$ cat src/hdl/anem_pkg.sv
`timescale 1ns / 1ps

package anem_pkg;

    // input item kinds carried on tuser
    localparam logic [1:0] OP_SEED_WORD = 2'd0;
    localparam logic [1:0] OP_SEED_ADC  = 2'd1;
    localparam logic [1:0] OP_GEN_ADC   = 2'd2;

    localparam logic [15:0] MIXER_RESET     = 16'hACE1;
    localparam logic [15:0] BYTE_COUNT_INIT = 16'd1;
    localparam logic [4:0]  LAST_POSITION   = 5'd31;

    // running state of the mixer between items
    typedef struct packed {
        logic [15:0] mixer;
        logic [4:0]  pos;
        logic [15:0] held;
        logic [15:0] diff1;
        logic        par;
        logic [7:0]  acc;
        logic [15:0] done;
    } t_state;

    // what one item leaves for the output side
    typedef struct packed {
        logic       emit;
        logic [7:0] byte_val;
        logic       last;
    } t_result;

    localparam t_state STATE_RESET = '{
        mixer: MIXER_RESET,
        pos:   5'd0,
        held:  16'd0,
        diff1: 16'd0,
        par:   1'b0,
        acc:   8'd0,
        done:  16'd0
    };

    // one shift: feedback from bits 0, 2, 3 and 5 enters at the top
    function automatic logic [15:0] mixer_step(input logic [15:0] r);
        return {r[0] ^ r[2] ^ r[3] ^ r[5], r[15:1]};
    endfunction

endpackage

$ cat src/hdl/anem_datapath.sv
`timescale 1ns / 1ps

module anem_datapath (
    input  anem_pkg::t_state  i_state,
    input  logic [1:0]        i_opcode,
    input  logic [15:0]       i_seed_word,
    input  logic [15:0]       i_adc_sample,
    input  logic [15:0]       i_byte_count,
    output anem_pkg::t_state  o_state,
    output anem_pkg::t_result o_result
);

    // next state and result for one item
    always_comb begin
        logic [15:0] v_seed;
        logic [15:0] v_sub;
        logic [15:0] v_d;
        logic [15:0] v_s1;
        logic [15:0] v_s2;
        logic [15:0] v_done_inc;
        logic        v_last;

        o_state  = i_state;
        o_result = '0;
        v_seed     = (i_opcode == anem_pkg::OP_SEED_WORD) ? i_seed_word : i_adc_sample;
        v_sub      = i_adc_sample - i_state.held;
        v_d        = i_state.diff1 ^ v_sub;
        v_s1       = '0;
        v_s2       = '0;
        v_done_inc = i_state.done + 16'd1;
        v_last     = 1'b0;

        unique case (i_opcode) inside
            anem_pkg::OP_SEED_WORD, anem_pkg::OP_SEED_ADC: begin
                // seed items mix in and restart all counts
                o_state.mixer = anem_pkg::mixer_step(i_state.mixer ^ v_seed);
                o_state.pos   = '0;
                o_state.par   = 1'b0;
                o_state.acc   = '0;
                o_state.done  = '0;
            end
            anem_pkg::OP_GEN_ADC: begin
                // group of four samples: two differences and lsb parity
                case (i_state.pos[1:0])
                    2'd0: begin
                        o_state.held = i_adc_sample;
                        o_state.par  = i_adc_sample[0];
                    end
                    2'd1: begin
                        o_state.diff1 = v_sub;
                        o_state.par   = i_state.par ^ i_adc_sample[0];
                    end
                    2'd2: begin
                        o_state.held = i_adc_sample;
                        o_state.par  = i_state.par ^ i_adc_sample[0];
                    end
                    default: begin
                        o_state.mixer = i_state.mixer ^ v_d;
                        o_state.acc   = {i_state.acc[6:0],
                                         i_state.par ^ i_adc_sample[0] ^ v_d[1]};
                    end
                endcase

                // byte finished after the last sample of the eighth group
                if (i_state.pos != anem_pkg::LAST_POSITION) begin
                    o_state.pos = i_state.pos + 5'd1;
                end else begin
                    v_s1   = anem_pkg::mixer_step(o_state.mixer);
                    v_s2   = anem_pkg::mixer_step(v_s1);
                    v_last = (v_done_inc == i_byte_count);
                    o_result.emit     = 1'b1;
                    o_result.byte_val = o_state.acc ^ v_s1[7:0] ^ v_s2[15:8];
                    o_result.last     = v_last;
                    o_state.mixer = v_s2;
                    o_state.pos   = '0;
                    o_state.acc   = '0;
                    o_state.par   = 1'b0;
                    o_state.done  = v_last ? 16'd0 : v_done_inc;
                end
            end
            default: begin
                // unused opcode leaves everything as it is
                o_state = i_state;
            end
        endcase
    end

endmodule

$ cat src/hdl/adc_noise_lfsr_entropy_mixer.sv
`timescale 1ns / 1ps

// Entropy mixer fed with raw ADC samples, one byte out per 32 samples.
// Input channel s_axis: tuser is the item kind (seed word, seed ADC
// sample, generation sample); tdata carries the seed word and the sample.
// Output channel m_axis: tdata is the finished byte, tlast marks the byte
// that completes the configured request length.
// i_cfg_we / i_cfg_wdata write the byte count per request; write it only
// while no item is in flight. Zero acts as 65536.
// Throughput is one item per clock unless a byte must wait on a stalled
// receiver: an input register and a result register enclose a single pass
// of next-state logic, and the state register closes its loop. The result
// register drives m_axis; it takes a byte as the item completing it fires.
// When the receiver stalls, the result register holds the byte, the
// pipeline keeps taking items that give no byte, and tready drops only
// when a second byte would have to wait.
// Reset (i_rst_n low, synchronous) loads the mixer with 0xACE1, clears
// every count and sets the byte count to one; pending items are dropped.
module adc_noise_lfsr_entropy_mixer (
    input  logic        i_clk,
    input  logic        i_rst_n,
    input  logic        i_cfg_we,
    input  logic [15:0] i_cfg_wdata,
    input  logic        s_axis_tvalid,
    output logic        s_axis_tready,
    input  logic [31:0] s_axis_tdata,  // seed_word [15:0], adc_sample [31:16]
    input  logic [1:0]  s_axis_tuser,  // opcode [1:0]
    output logic        m_axis_tvalid,
    input  logic        m_axis_tready,
    output logic [7:0]  m_axis_tdata,  // random_byte [7:0]
    output logic        m_axis_tlast
);

    logic              r_in_valid;
    logic [1:0]        r_in_op;
    logic [15:0]       r_in_word;
    logic [15:0]       r_in_smp;
    logic [15:0]       r_byte_count;
    anem_pkg::t_state  r_state;
    anem_pkg::t_state  n_state;
    anem_pkg::t_result n_result;
    logic              r_out_valid;
    logic [7:0]        r_out_byte;
    logic              r_out_last;
    logic              w_fire;
    logic              w_in_take;

    // the held item moves on when the result register is free or draining, or when it gives no byte
    assign w_fire        = r_in_valid && (!r_out_valid || m_axis_tready || !n_result.emit);
    assign s_axis_tready = !r_in_valid || w_fire;
    assign w_in_take     = s_axis_tvalid && s_axis_tready;

    // configuration register
    always_ff @(posedge i_clk) begin
        if (!i_rst_n) begin
            r_byte_count <= anem_pkg::BYTE_COUNT_INIT;
        end else if (i_cfg_we) begin
            r_byte_count <= i_cfg_wdata;
        end
    end

    // input register
    always_ff @(posedge i_clk) begin
        if (!i_rst_n) begin
            r_in_valid <= 1'b0;
        end else if (w_in_take) begin
            r_in_valid <= 1'b1;
        end else if (w_fire) begin
            r_in_valid <= 1'b0;
        end
    end

    always_ff @(posedge i_clk) begin
        if (w_in_take) begin
            r_in_op   <= s_axis_tuser;
            r_in_word <= s_axis_tdata[15:0];
            r_in_smp  <= s_axis_tdata[31:16];
        end
    end

    // next-state logic for one item
    anem_datapath u_datapath (
        .i_state      (r_state),
        .i_opcode     (r_in_op),
        .i_seed_word  (r_in_word),
        .i_adc_sample (r_in_smp),
        .i_byte_count (r_byte_count),
        .o_state      (n_state),
        .o_result     (n_result)
    );

    // mixer state
    always_ff @(posedge i_clk) begin
        if (!i_rst_n) begin
            r_state <= anem_pkg::STATE_RESET;
        end else if (w_fire) begin
            r_state <= n_state;
        end
    end

    // result register
    always_ff @(posedge i_clk) begin
        if (!i_rst_n) begin
            r_out_valid <= 1'b0;
        end else if (w_fire && n_result.emit) begin
            r_out_valid <= 1'b1;
        end else if (m_axis_tready) begin
            r_out_valid <= 1'b0;
        end
    end

    always_ff @(posedge i_clk) begin
        if (w_fire && n_result.emit) begin
            r_out_byte <= n_result.byte_val;
            r_out_last <= n_result.last;
        end
    end

    assign m_axis_tvalid = r_out_valid;
    assign m_axis_tdata  = r_out_byte;
    assign m_axis_tlast  = r_out_last;

endmodule
$ cat config.mk
export PLATFORM = sky130hd
export DESIGN_NAME = adc_noise_lfsr_entropy_mixer
export DESIGN_NICKNAME = d
export VERILOG_FILES = /design/src/hdl/anem_pkg.sv /design/src/hdl/anem_datapath.sv /design/src/hdl/adc_noise_lfsr_entropy_mixer.sv
export SDC_FILE = /design/constraint.sdc
export NUM_CORES = 1
export LEC_CHECK = 0
export BUFFER_PORTS_ARGS = -buffer_cell sky130_fd_sc_hd__buf_2
export CAP_MARGIN = 10
export CORE_ASPECT_RATIO = 1.1
export CORE_UTILIZATION = 45
export CTS_CLUSTER_DIAMETER = 50
export CTS_CLUSTER_SIZE = 25
export DETAILED_ROUTE_END_ITERATION = 10
export PLACE_DENSITY = 0.71
export SETUP_SLACK_MARGIN = 0.15
export SLEW_MARGIN = 20
export SYNTH_ARGS = -nofsm -noshare
export SYNTH_HDL_FRONTEND = slang
export SYNTH_SLANG_ARGS = --single-unit
$ cat constraint.sdc
create_clock -name i_clk -period 3.8 [get_ports i_clk]
set_input_delay 0.76 -clock i_clk [delete_from_list [all_inputs] [get_ports i_clk]]
set_output_delay 0.76 -clock i_clk [all_outputs]
set_load 0.02 [all_outputs]
==> results.tsv, run 1 <==
stage	metric	value	unit
timing	worst-margin pin slew	0.965	ns
setup_path	Crit Path Class	flip-flop to flip-flop	
timing	Max Fclk	289	MHz
grt	Total GRT Usage	0.231	
setup_path	Crit-path slowest cell	edfxtp_1	
setup_path	Critical R2R Capture	m_axis_tdata[7]	
clock_network	Clock Sinks	139	
power_and_ir_drop	Int Pwr	2710	uW
synth	Syn Area/Cell	9.08	um2
min_path	hold worst-path end	r_state[55]	
synth	Post-synth EDFFs	43	
power_and_ir_drop	Comb power frac	0.161	
clock_network	clock latency on the worst-skew pair	0.43	ns
grt	GR Util met3	0.0480	
cells_and_area	fin cells	1203	
synth	Post-Synthesis Cell Area	8120	um2
power_and_ir_drop	Pwr per Cell Area	406	nW/um2
cells_and_area	Synth-to-Final Area Change	14.1	%
cells_and_area	layout cells sized above 1	0.147	
power_and_ir_drop	P_leak	0.00353	uW
floorplan	Core Region	17700	um2
placement	GPL Wtd Cong	0.870	
routing	drt wl/cell	16.9	um
clock_network	CTS root buf	clkbuf_16	
min_path	hold depth	2	
floorplan	Starting Density	0.459	
setup_path	Startpoint Class	flip-flop	
setup_path	CP max stage delay	0.49	ns
grt	met1 usage	0.270	
placement	# port buffers	65	
timing	period utilization	0.911	
setup_path	R2R Path Start	r_in_smp[0]	
synth	synth warn	0	
synth	Mapped Cells	894	
floorplan	Die Footprint	18600	um2
setup_path	Critical Path Sink Type	flip-flop	
grt	antenna violations before repair	0	
grt	largest net degree at the start of global routing	34	
timing	Tmin final	3.46	ns
timing	Setup TNS	0	ns
grt	vias in the first global route	6439	
setup_path	WP data required	4.08	ns
routing	Residual DRC	0	
synth	synth unique cells	75	
synth	Seq/Total Area, Yosys	0.396	
placement	DP Cell Count	1171	
routing	drt total wl	20.4	mm
routing	Pre-antenna DRT Iters	6	
clock_network	H-tree depth	4	
min_path	Hold Crit Start	r_state[55]	
routing	Vias	6807	
setup_path	CP max FO	6	
power_and_ir_drop	Flop pwr share	0.440	
timing	Setup Viol. Count Final	0	
routing	antenna viol nets, final	0	
setup_path	Cell Chain, Critical Path	inv_1, ha_1, inv_1, fa_1, a211oi_1, o21bai_1, a21oi_1, xnor3_1, nand2_1, xor2_1, xnor2_2, xnor3_1, nor2_1	
cells_and_area	nets@finish	1031	
setup_path	CP arrival	3.74	ns
grt	first-pass GRT wire length	32.5	mm
run_status	status	completed	
timing	worst slew margin relative to its limit	0.355	
timing	Setup Skew	0.00993	ns
grt	GR Overflow Total	0	
setup_path	crit path from	r_in_smp[0]	
clock_network	TritonCTS clock tree	built	
clock_network	Clock transition at path regs	0.06	ns
floorplan	num rows	51	
timing	RSZ-0062 raised after global routing	no	
clock_network	CTS Buf Count	17	
flow_run	Max Cap Viol	0	
power_and_ir_drop	sw power	1050	uW
timing	Final Slew Violations	0	
routing	vias per cell	5.66	
grt	GRT Max-Usage Layer	met2	
synth	#FFs+latches synth	139	
setup_path	reg2reg setup slack	0.34	ns
power_and_ir_drop	Net Sw Frac	0.279	
floorplan	DIE WIDTH	130	um
floorplan	I/O pin total	66	
grt	GR Layer Usage met2	0.405	
synth	prevailing post-synth register cell	dfxtp_1	
setup_path	r2r worst-path depth	13	
timing	Hold Vio Cnt, Final	0	
placement	HPWL after detailed placement	14.9	mm
synth	syn_nets	973	
power_and_ir_drop	worst vdd ir	0.339	mV
clock_network	CTS Buffer Depth	2	
floorplan	die height	143	um
cells_and_area	ant diodes	0	
min_path	Hold Crit Class	flip-flop to flip-flop	
synth	share of synthesized flip-flops with an asynchronous set or reset	0	
power_and_ir_drop	Clock power frac	0.398	
routing	detailed router's first-iteration violation count	416	
-- critical path, delay by kind of cell (launching register included) --
family / cells / cell delay [ns]
xor gates and xnor gates: 4 / 1.19
AOI/OAI and AO/OA: 3 / 0.67
adders and majority gates: 2 / 0.56
DFF: 1 / 0.49
and+or+nand+nor: 2 / 0.22
buffers and inverters: 2 / 0.18
-- final cells by class --
cell class              count  area [um2]
clock buffers              18         439
clock inverters            14        93.8
fillers                  1627        8410
inverters                  37         139
multi-input cells         670        4580
flip-flops and latches    139        3210
well taps                 238         298
repair buffers             87         503
-- metal layers --
metal	wire length, um	part of all wire	vias up
met2	10300	0.50	216
met1	8410	0.41	3215
met5	0	0	-
li1	-	-	3330
met3	1050	0.051	46
met4	635	0.031	0
-- cells in the final DEF, fill, tap and decap left out, drive strengths merged, types with 8 or more instances in the layout --
cell type / n
inv: 42
clkbuf: 18
dfxtp: 96
nor2: 81
o221ai: 10
o21ai: 37
mux2i: 33
nor4: 11
nor3: 17
o21a: 9
xnor2: 64
xnor3: 10
a221oi: 9
edfxtp: 43
nor2b: 10
nand2: 113
nand3: 25
a21o: 10
ha: 23
and2: 8
buf: 87
a21oi: 54
a22oi: 13
xor2: 24
-- synthesized netlist by cell type (4+ instances only) --
| cell type | instances | share of area |
|---|---|---|
| a21o_1 | 10 | 0.0092 |
| o2111ai_1 | 4 | 0.0043 |
| o21a_1 | 9 | 0.0083 |
| nand3_1 | 23 | 0.014 |
| o22ai_1 | 4 | 0.0031 |
| nand2_1 | 113 | 0.052 |
| inv_1 | 37 | 0.017 |
| edfxtp_1 | 43 | 0.16 |
| nand4_1 | 6 | 0.0046 |
| nand2b_1 | 7 | 0.0054 |
| o21ai_0 | 29 | 0.018 |
| a221oi_1 | 9 | 0.0097 |
| nor2_1 | 80 | 0.037 |
| a221o_1 | 6 | 0.0074 |
| nor2b_1 | 10 | 0.0077 |
| buf_1 | 6 | 0.0028 |
| and2_1 | 5 | 0.0039 |
| dfxtp_1 | 96 | 0.24 |
| buf_2 | 8 | 0.0049 |
| o211ai_1 | 7 | 0.0065 |
| a211o_1 | 4 | 0.0043 |
| a21oi_1 | 53 | 0.033 |
| ha_1 | 23 | 0.035 |
| xnor2_1 | 61 | 0.066 |
| xor2_1 | 24 | 0.026 |
| o221ai_1 | 10 | 0.011 |
| a22oi_1 | 13 | 0.012 |
| and3_1 | 7 | 0.0054 |
| xnor3_1 | 10 | 0.028 |
| o22a_1 | 4 | 0.0043 |
| and4_1 | 5 | 0.0054 |
| clkbuf_1 | 31 | 0.014 |
| mux2i_1 | 33 | 0.041 |
| nor4_1 | 10 | 0.0077 |
| nor3_1 | 17 | 0.010 |
| o21ai_1 | 7 | 0.0043 |
| a31oi_1 | 5 | 0.0039 |
| a211oi_1 | 7 | 0.0065 |
-- power groups by stage --
| stage | Combinational, uW | Sequential [uW] | Clock (uW) |
|---|---|---|---|
| global route | 664 | 1660 | 1590 |
| global placement | 593 | 1680 | 0 |
| CTS | 602 | 1650 | 1520 |
| finish | 608 | 1660 | 1500 |
| floorplan | 446 | 1660 | 0 |
| detailed placement | 598 | 1690 | 0 |
-- stage by stage --
step	util	setup WS [ns]	hold slack [ns]	total power [uW]	instance area, um2
2_1_floorplan	-	0.484	0.436	2110	8130
4_1_cts	0.524	0.345	0.455	3780	9260
5_1_grt	0.524	0.139	0.475	3920	9270
6_report	0.524	0.340	0.454	3760	9270
3_3_place_gp	0.494	0.449	0.442	2280	8730
3_5_place_dp	0.494	0.368	0.447	2280	8730
-- how the worst max path moves through the flow --
stage,end
2_1_floorplan,r_in_op[0]
3_3_place_gp,m_axis_tdata[4]
3_5_place_dp,m_axis_tdata[4]
4_1_cts,m_axis_tdata[4]
5_1_grt,m_axis_tdata[7]
6_report,m_axis_tdata[7]
-- registers in the layout (all words and copies together), names as in the netlist --
register and count:
m_axis_tdata 8, m_axis_tlast 1, m_axis_tvalid 1, r_byte_count 16, r_in_op 2, r_in_smp 16, r_in_valid 1, r_in_word 16
r_state 78
-- cell families after synthesis --
group	synth area share
AOI/OAI and AO/OA	0.182
xor gates and xnor gates	0.127
adders and majority gates	0.0379
buffers and inverters	0.0428
DFF	0.396
muxes	0.0421
and+or+nand+nor	0.173
-- what timing repair did --
item / CTS / global route
buffers inserted: 0 / 0
resized for setup: 0 / 1
hold buffers: 0 / 0
endpoints found under the setup margin: 0 / 2
(Power assumes the default switching activity.)
==> run 2: changes to the inputs <==
- CORE_MARGIN: not set -> 3
- CORE_UTILIZATION: 45 -> 55
- PLACE_DENSITY: 0.71 -> 0.83
==> run 2 against run 1 <==
  * Register-to-register slack improved by 0.05 ns
  * Non-clock buffer count down 2
  * Worst setup slack improved by 0.053 ns
  * Utilization is 13 points higher
  * Sequential share of layout area barely moved
  * Cell area is essentially flat
  * Sequential power about the same
  * Die area decreased by 13%
  * Clock skew increased by 0.0013 ns
  * Sequential cell count unchanged
  * Routed wire length is 3.1% higher
  * Largest power group is now clock
==> results.tsv, run 2 (synthesized netlist as in run 1, its figures left out) <==
stage	metric	value	unit	change
setup_path	Startpoint Class	flip-flop		unchanged
timing	Final Slew Violations	0		unchanged
timing	worst-margin pin slew	0.888	ns	was 0.965 ns
routing	antenna viol nets, final	0		unchanged
placement	DP Cell Count	1119		was 1,171
flow_run	Max Cap Viol	0		unchanged
run_status	status	completed		unchanged
setup_path	WP data required	3.97	ns	was 4.08 ns
placement	HPWL after detailed placement	14.7	mm	was 14.9 mm
grt	Total GRT Usage	0.264		was 0.231
setup_path	Critical Path Sink Type	flip-flop		unchanged
clock_network	Clock Sinks	139		unchanged
min_path	Hold Crit Class	flip-flop to flip-flop		unchanged
cells_and_area	layout cells sized above 1	0.144		was 0.147
clock_network	CTS Buf Count	17		unchanged
timing	Tmin final	3.41	ns	was 3.46 ns
routing	vias per cell	6.06		was 5.66
cells_and_area	commonest non-fill, non-tap cell in the layout	nand2_1		unchanged
routing	drt wl/cell	18.3	um	was 16.9 um
placement	# port buffers	65		unchanged
timing	Setup Skew	0.0112	ns	was 0.00993 ns
floorplan	Die Footprint	16300	um2	was 18,600 um2
timing	Hold Vio Cnt, Final	0		unchanged
timing	Setup Viol. Count Final	0		unchanged
setup_path	Crit Path Class	flip-flop to flip-flop		unchanged
grt	first-pass GRT wire length	33.9	mm	was 32.5 mm
routing	detailed router's first-iteration violation count	691		was 416
setup_path	CP max FO	6		unchanged
timing	Min Hold Slack	0.457	ns	was 0.454 ns
power_and_ir_drop	P_leak	0.00357	uW	was 0.00353 uW
timing	worst slew margin relative to its limit	0.407		was 0.355
placement	GPL Wtd Cong	0.938		was 0.870
timing	period utilization	0.897		was 0.911
floorplan	num rows	45		was 51
power_and_ir_drop	Pwr per Cell Area	430	nW/um2	was 406 nW/um2
grt	antenna violations before repair	0		unchanged
placement	dpl cell area	8640	um2	was 8730 um2
floorplan	Starting Density	0.575		was 0.459
routing	Residual DRC	0		unchanged
floorplan	I/O pin total	66		unchanged
routing	Pre-antenna DRT Iters	5		was 6
cells_and_area	fin cells	1151		was 1,203
timing	Max Fclk	294	MHz	was 289 MHz
cells_and_area	nets@finish	1029		was 1,031
cells_and_area	most flop-heavy register	r_state		unchanged
clock_network	CTS Buffer Depth	2		unchanged
timing	Setup TNS	0	ns	unchanged
cells_and_area	Synth-to-Final Area Change	14.2	%	was 14.1%
clock_network	clock latency on the worst-skew pair	0.43	ns	about the same
setup_path	CP arrival	3.58	ns	was 3.74 ns
floorplan	die height	133	um	was 143 um
power_and_ir_drop	worst vdd ir	0.360	mV	was 0.339 mV
clock_network	H-tree depth	4		unchanged
cells_and_area	Design Area, Final	9270	um2	about the same
cells_and_area	max FFs per register	78		unchanged
clock_network	Clock transition at path regs	0.06	ns	about the same
clock_network	Post-CTS Setup Inserts	0		unchanged
grt	largest net degree at the start of global routing	46		was 34
clock_network	CTS resizes	0		unchanged
grt	GR Overflow Total	0		unchanged
clock_network	TritonCTS clock tree	built		unchanged
cells_and_area	ant diodes	0		unchanged
floorplan	DIE WIDTH	122	um	was 130 um
clock_network	hold_buf cts	0		unchanged
clock_network	CTS root buf	clkbuf_16		unchanged
cells_and_area	most frequent cells in the layout	nand2_1 (113), dfxtp_1 (96), nor2_1 (80), buf_2 (65), xnor2_1 (61)		unchanged
routing	Vias	6977		was 6,807
grt	vias in the first global route	6845		was 6,439
routing	drt total wl	21.0	mm	was 20.4 mm
timing	RSZ-0062 raised after global routing	no		unchanged
floorplan	Core Region	14100	um2	was 17,700 um2
## run 2: stage by stage
| step | setup slack [ns] | util | power [uW] |
|---|---|---|---|
| detailed placement | 0.377 | 0.611 | 2270 |
| finish | 0.393 | 0.656 | 3990 |
| CTS | 0.342 | 0.655 | 3980 |
| global route | 0.189 | 0.656 | 4120 |
| global placement | 0.468 | 0.611 | 2260 |
| floorplan | 0.484 | - | 2110 |
## run 2: layer usage
| metal | routed length [um] | part of all wire | global-route usage | vias up |
|---|---|---|---|---|
| met5 | 0 | 0 | 0 | - |
| met4 | 824 | 0.039 | 0.128 | 0 |
| met3 | 1410 | 0.067 | 0.0501 | 56 |
| met2 | 10400 | 0.50 | 0.456 | 292 |
| met1 | 8370 | 0.40 | 0.314 | 3317 |
| li1 | - | - | - | 3312 |
## run 2: critical path: stages, from the launching register on
cell,delay (ns)
edfxtp_1,0.49
inv_1,0.13
ha_1,0.15
inv_1,0.05
fa_1,0.41
a211oi_1,0.22
o21bai_1,0.17
o2111ai_2,0.32
nand4_1,0.18
nor4bb_1,0.20
o21ai_0,0.32
xor2_1,0.29
xnor2_1,0.17
nor2_1,0.05
## run 2: where the power goes
part / internal [uW] / switching [uW]
registers: 1590 / 69.1
clock network: 1070 / 651
logic: 266 / 334
total: 2930 / 1050
## run 2: final cells by class
cell class                 count  area (um2)
sequential                   139        3210
clock buffer                  24         547
timing repair buffer          85         475
fill                        1114        4860
multi-input combinational    670        4590
clock inverter                 8        75.1
tap                          188         235
inverter                      37         139
## run 2: path summary, 6_finish.rpt
kind                            cells past startpoint  slack [ns]              end        start
worst min register to register                      2        0.46      r_state[47]  r_state[47]
worst max-delay path                               13        0.39  m_axis_tdata[4]  r_in_smp[0]
worst min-delay path                                2        0.46      r_state[47]  r_state[47]
worst max register to register                     13        0.39  m_axis_tdata[4]  r_in_smp[0]
==> run 3: changes to the inputs <==
- CELL_PAD_IN_SITES_DETAIL_PLACEMENT: not set -> 0
- CELL_PAD_IN_SITES_GLOBAL_PLACEMENT: not set -> 1
- CORE_UTILIZATION: 55 -> 42
- PLACE_DENSITY: 0.83 -> 0.82
==> run 3 against run 2 <==
  * Non-clock buffer count rose by 1
  * Combinational power rose by 0.8%
  * Routed wire length rose by 0.77%
  * Final cell count rose by 4.9%
  * Die area rose by 29%
  * Cell area rose by 0.39%
  * Highest routed layer unchanged
  * Sequential share of layout area fell by 0.14 points
==> results.tsv, run 3 (synthesized netlist as in run 1, its figures left out) <==
stage	metric	value	unit	change
clock_network	clock latency on the worst-skew pair	0.43	ns	about the same
clock_network	TritonCTS clock tree	built		unchanged
setup_path	WP data required	4.08	ns	was 3.97 ns
setup_path	Crit Path Class	flip-flop to flip-flop		unchanged
power_and_ir_drop	Pwr per Cell Area	422	nW/um2	was 430 nW/um2
run_status	status	completed		unchanged
cells_and_area	fin cells	1207		was 1,151
timing	Tmin final	3.43	ns	was 3.41 ns
grt	first-pass GRT wire length	34.2	mm	was 33.9 mm
clock_network	H-tree depth	4		unchanged
timing	Setup TNS	0	ns	unchanged
floorplan	Die Footprint	21000	um2	was 16,300 um2
setup_path	CP max stage delay	0.49	ns	about the same
placement	DP Cell Count	1175		was 1,119
timing	Final Slew Violations	0		unchanged
routing	Residual DRC	0		unchanged
power_and_ir_drop	worst vdd ir	0.352	mV	was 0.360 mV
floorplan	I/O pin total	66		unchanged
setup_path	Crit-path slowest cell	edfxtp_1		unchanged
floorplan	num rows	52		was 45
cells_and_area	ant diodes	0		unchanged
clock_network	Clock Sinks	139		unchanged
cells_and_area	most flop-heavy register	r_state		unchanged
timing	Min Hold Slack	0.453	ns	was 0.457 ns
placement	GPL Wtd Cong	0.893		was 0.938
clock_network	CTS Buffer Depth	2		unchanged
routing	vias per cell	5.51		was 6.06
placement	HPWL after detailed placement	15.5	mm	was 14.7 mm
clock_network	Post-CTS Setup Inserts	0		unchanged
timing	Hold Vio Cnt, Final	0		unchanged
setup_path	Buf+Inv Stages, Crit Path	2		unchanged
cells_and_area	commonest non-fill, non-tap cell in the layout	nand2_1		unchanged
min_path	Hold Crit Class	flip-flop to flip-flop		unchanged
grt	Total GRT Usage	0.203		was 0.264
power_and_ir_drop	P_leak	0.00355	uW	was 0.00357 uW
setup_path	CP max FO	6		unchanged
routing	drt total wl	21.2	mm	was 21.0 mm
placement	dpl cell area	8710	um2	was 8640 um2
placement	# port buffers	65		unchanged
grt	antenna violations before repair	0		unchanged
setup_path	CP arrival	3.71	ns	was 3.58 ns
grt	vias in the first global route	6475		was 6,845
flow_run	Max Cap Viol	0		unchanged
timing	Setup Skew	0.00695	ns	was 0.0112 ns
routing	Pre-antenna DRT Iters	5		unchanged
floorplan	Starting Density	0.435		was 0.575
routing	antenna viol nets, final	0		unchanged
cells_and_area	most frequent cells in the layout	nand2_1 (113), dfxtp_1 (96), nor2_1 (80), buf_2 (65), xnor2_1 (61)		unchanged
setup_path	CP dominant cell by count	xnor3_1		was inv_1
timing	Max Fclk	291	MHz	was 294 MHz
grt	GR Overflow Total	0		unchanged
clock_network	CTS Buf Count	17		unchanged
clock_network	CTS root buf	clkbuf_16		unchanged
cells_and_area	layout cells sized above 1	0.143		was 0.144
clock_network	Clock transition at path regs	0.06	ns	about the same
timing	worst slew margin relative to its limit	0.441		was 0.407
timing	RSZ-0062 raised after global routing	no		unchanged
setup_path	Critical Path Sink Type	flip-flop		unchanged
cells_and_area	Synth-to-Final Area Change	14.6	%	was 14.2%
cells_and_area	Design Area, Final	9310	um2	was 9270 um2
cells_and_area	max FFs per register	78		unchanged
setup_path	Startpoint Class	flip-flop		unchanged
timing	worst-margin pin slew	0.837	ns	was 0.888 ns
floorplan	Core Region	18700	um2	was 14,100 um2
routing	Vias	6653		was 6,977
routing	detailed router's first-iteration violation count	431		was 691
timing	period utilization	0.904		was 0.897
setup_path	Cell Chain, Critical Path	inv_1, ha_1, inv_1, fa_1, a21o_1, a21oi_2, xnor3_1, and2_4, xnor2_4, xnor3_1, xnor2_2, xnor3_1, nor2_1		was inv_1, ha_1, inv_1, fa_1, a211oi_1, o21bai_1, o2111ai_2, nand4_1, nor4bb_1, o21ai_0, xor2_1, xnor2_1, nor2_1
setup_path	CP delay by family, top	XOR/XNOR gates		was compound AO/OA/AOI/OAI gates
timing	Setup Viol. Count Final	0		unchanged
cells_and_area	final core utilization	0.499		was 0.656
cells_and_area	nets@finish	1030		was 1,029
routing	drt wl/cell	17.5	um	was 18.3 um
grt	largest net degree at the start of global routing	44		was 46
floorplan	die height	152	um	was 133 um
floorplan	DIE WIDTH	139	um	was 122 um
run 3: cell types whose count changed in the layout (fill, tap and decap cells not counted):
cell       change
clkbuf_16      -3
buf_4          +1
bufinv_16      +1
clkbuf_1       +1
clkinv_4       +1
xor2_1         +1
xor2_2         -1
run 3: layout make-up:
class | count | area [um2]
fillers | 1739 | 9360
multi-input cells | 670 | 4580
flip-flops and latches | 139 | 3210
repair buffers | 86 | 483
clock buffers | 22 | 475
well taps | 243 | 304
inverters | 37 | 139
clock inverters | 10 | 114
run 3: timing repair:
action | CTS | global route
endpoints found under the setup margin | 0 | 1
hold buffers | 0 | 0
resized for setup | 0 | 1
run 3: metal layers:
| metal | vias to the layer above | routed length, um | global-route usage |
|---|---|---|---|
| met5 | - | 0 | 0 |
| met4 | 0 | 510 | 0.0725 |
| met3 | 33 | 846 | 0.0349 |
| met2 | 168 | 10500 | 0.349 |
| met1 | 3131 | 9270 | 0.256 |
| li1 | 3321 | - | - |
run 3: metrics by stage:
stage	power, uW	setup WS (ns)
2_1_floorplan	2110	0.484
3_3_place_gp	2280	0.456
3_5_place_dp	2290	0.352
4_1_cts	3950	0.336
5_1_grt	4090	0.205
6_report	3930	0.366
run 3: final timing paths:
kind                            cells past startpoint               to  slack [ns]         from
worst max register to register                     13  m_axis_tdata[7]        0.37  r_in_smp[0]
worst min-delay path                                2      r_state[45]        0.45  r_state[45]
worst min register to register                      2      r_state[45]        0.45  r_state[45]
worst max-delay path                               13  m_axis_tdata[7]        0.37  r_in_smp[0]
run 3: worst reg2reg max path, cell delays in order (launching register included):
cell and delay (ns):
edfxtp_1 0.49, inv_1 0.13, ha_1 0.15, inv_1 0.05
fa_1 0.41, a21o_1 0.19, a21oi_2 0.19, xnor3_1 0.24
and2_4 0.19, xnor2_4 0.18, xnor3_1 0.37, xnor2_2 0.19
xnor3_1 0.42, nor2_1 0.10
run 3: power by group:
part / total [uW] / internal (uW) / switching (uW)
sequential: 1660 / 1590 / 68.5
combinational: 605 / 271 / 334
clock: 1660 / 1020 / 640
total: 3930 / 2880 / 1040
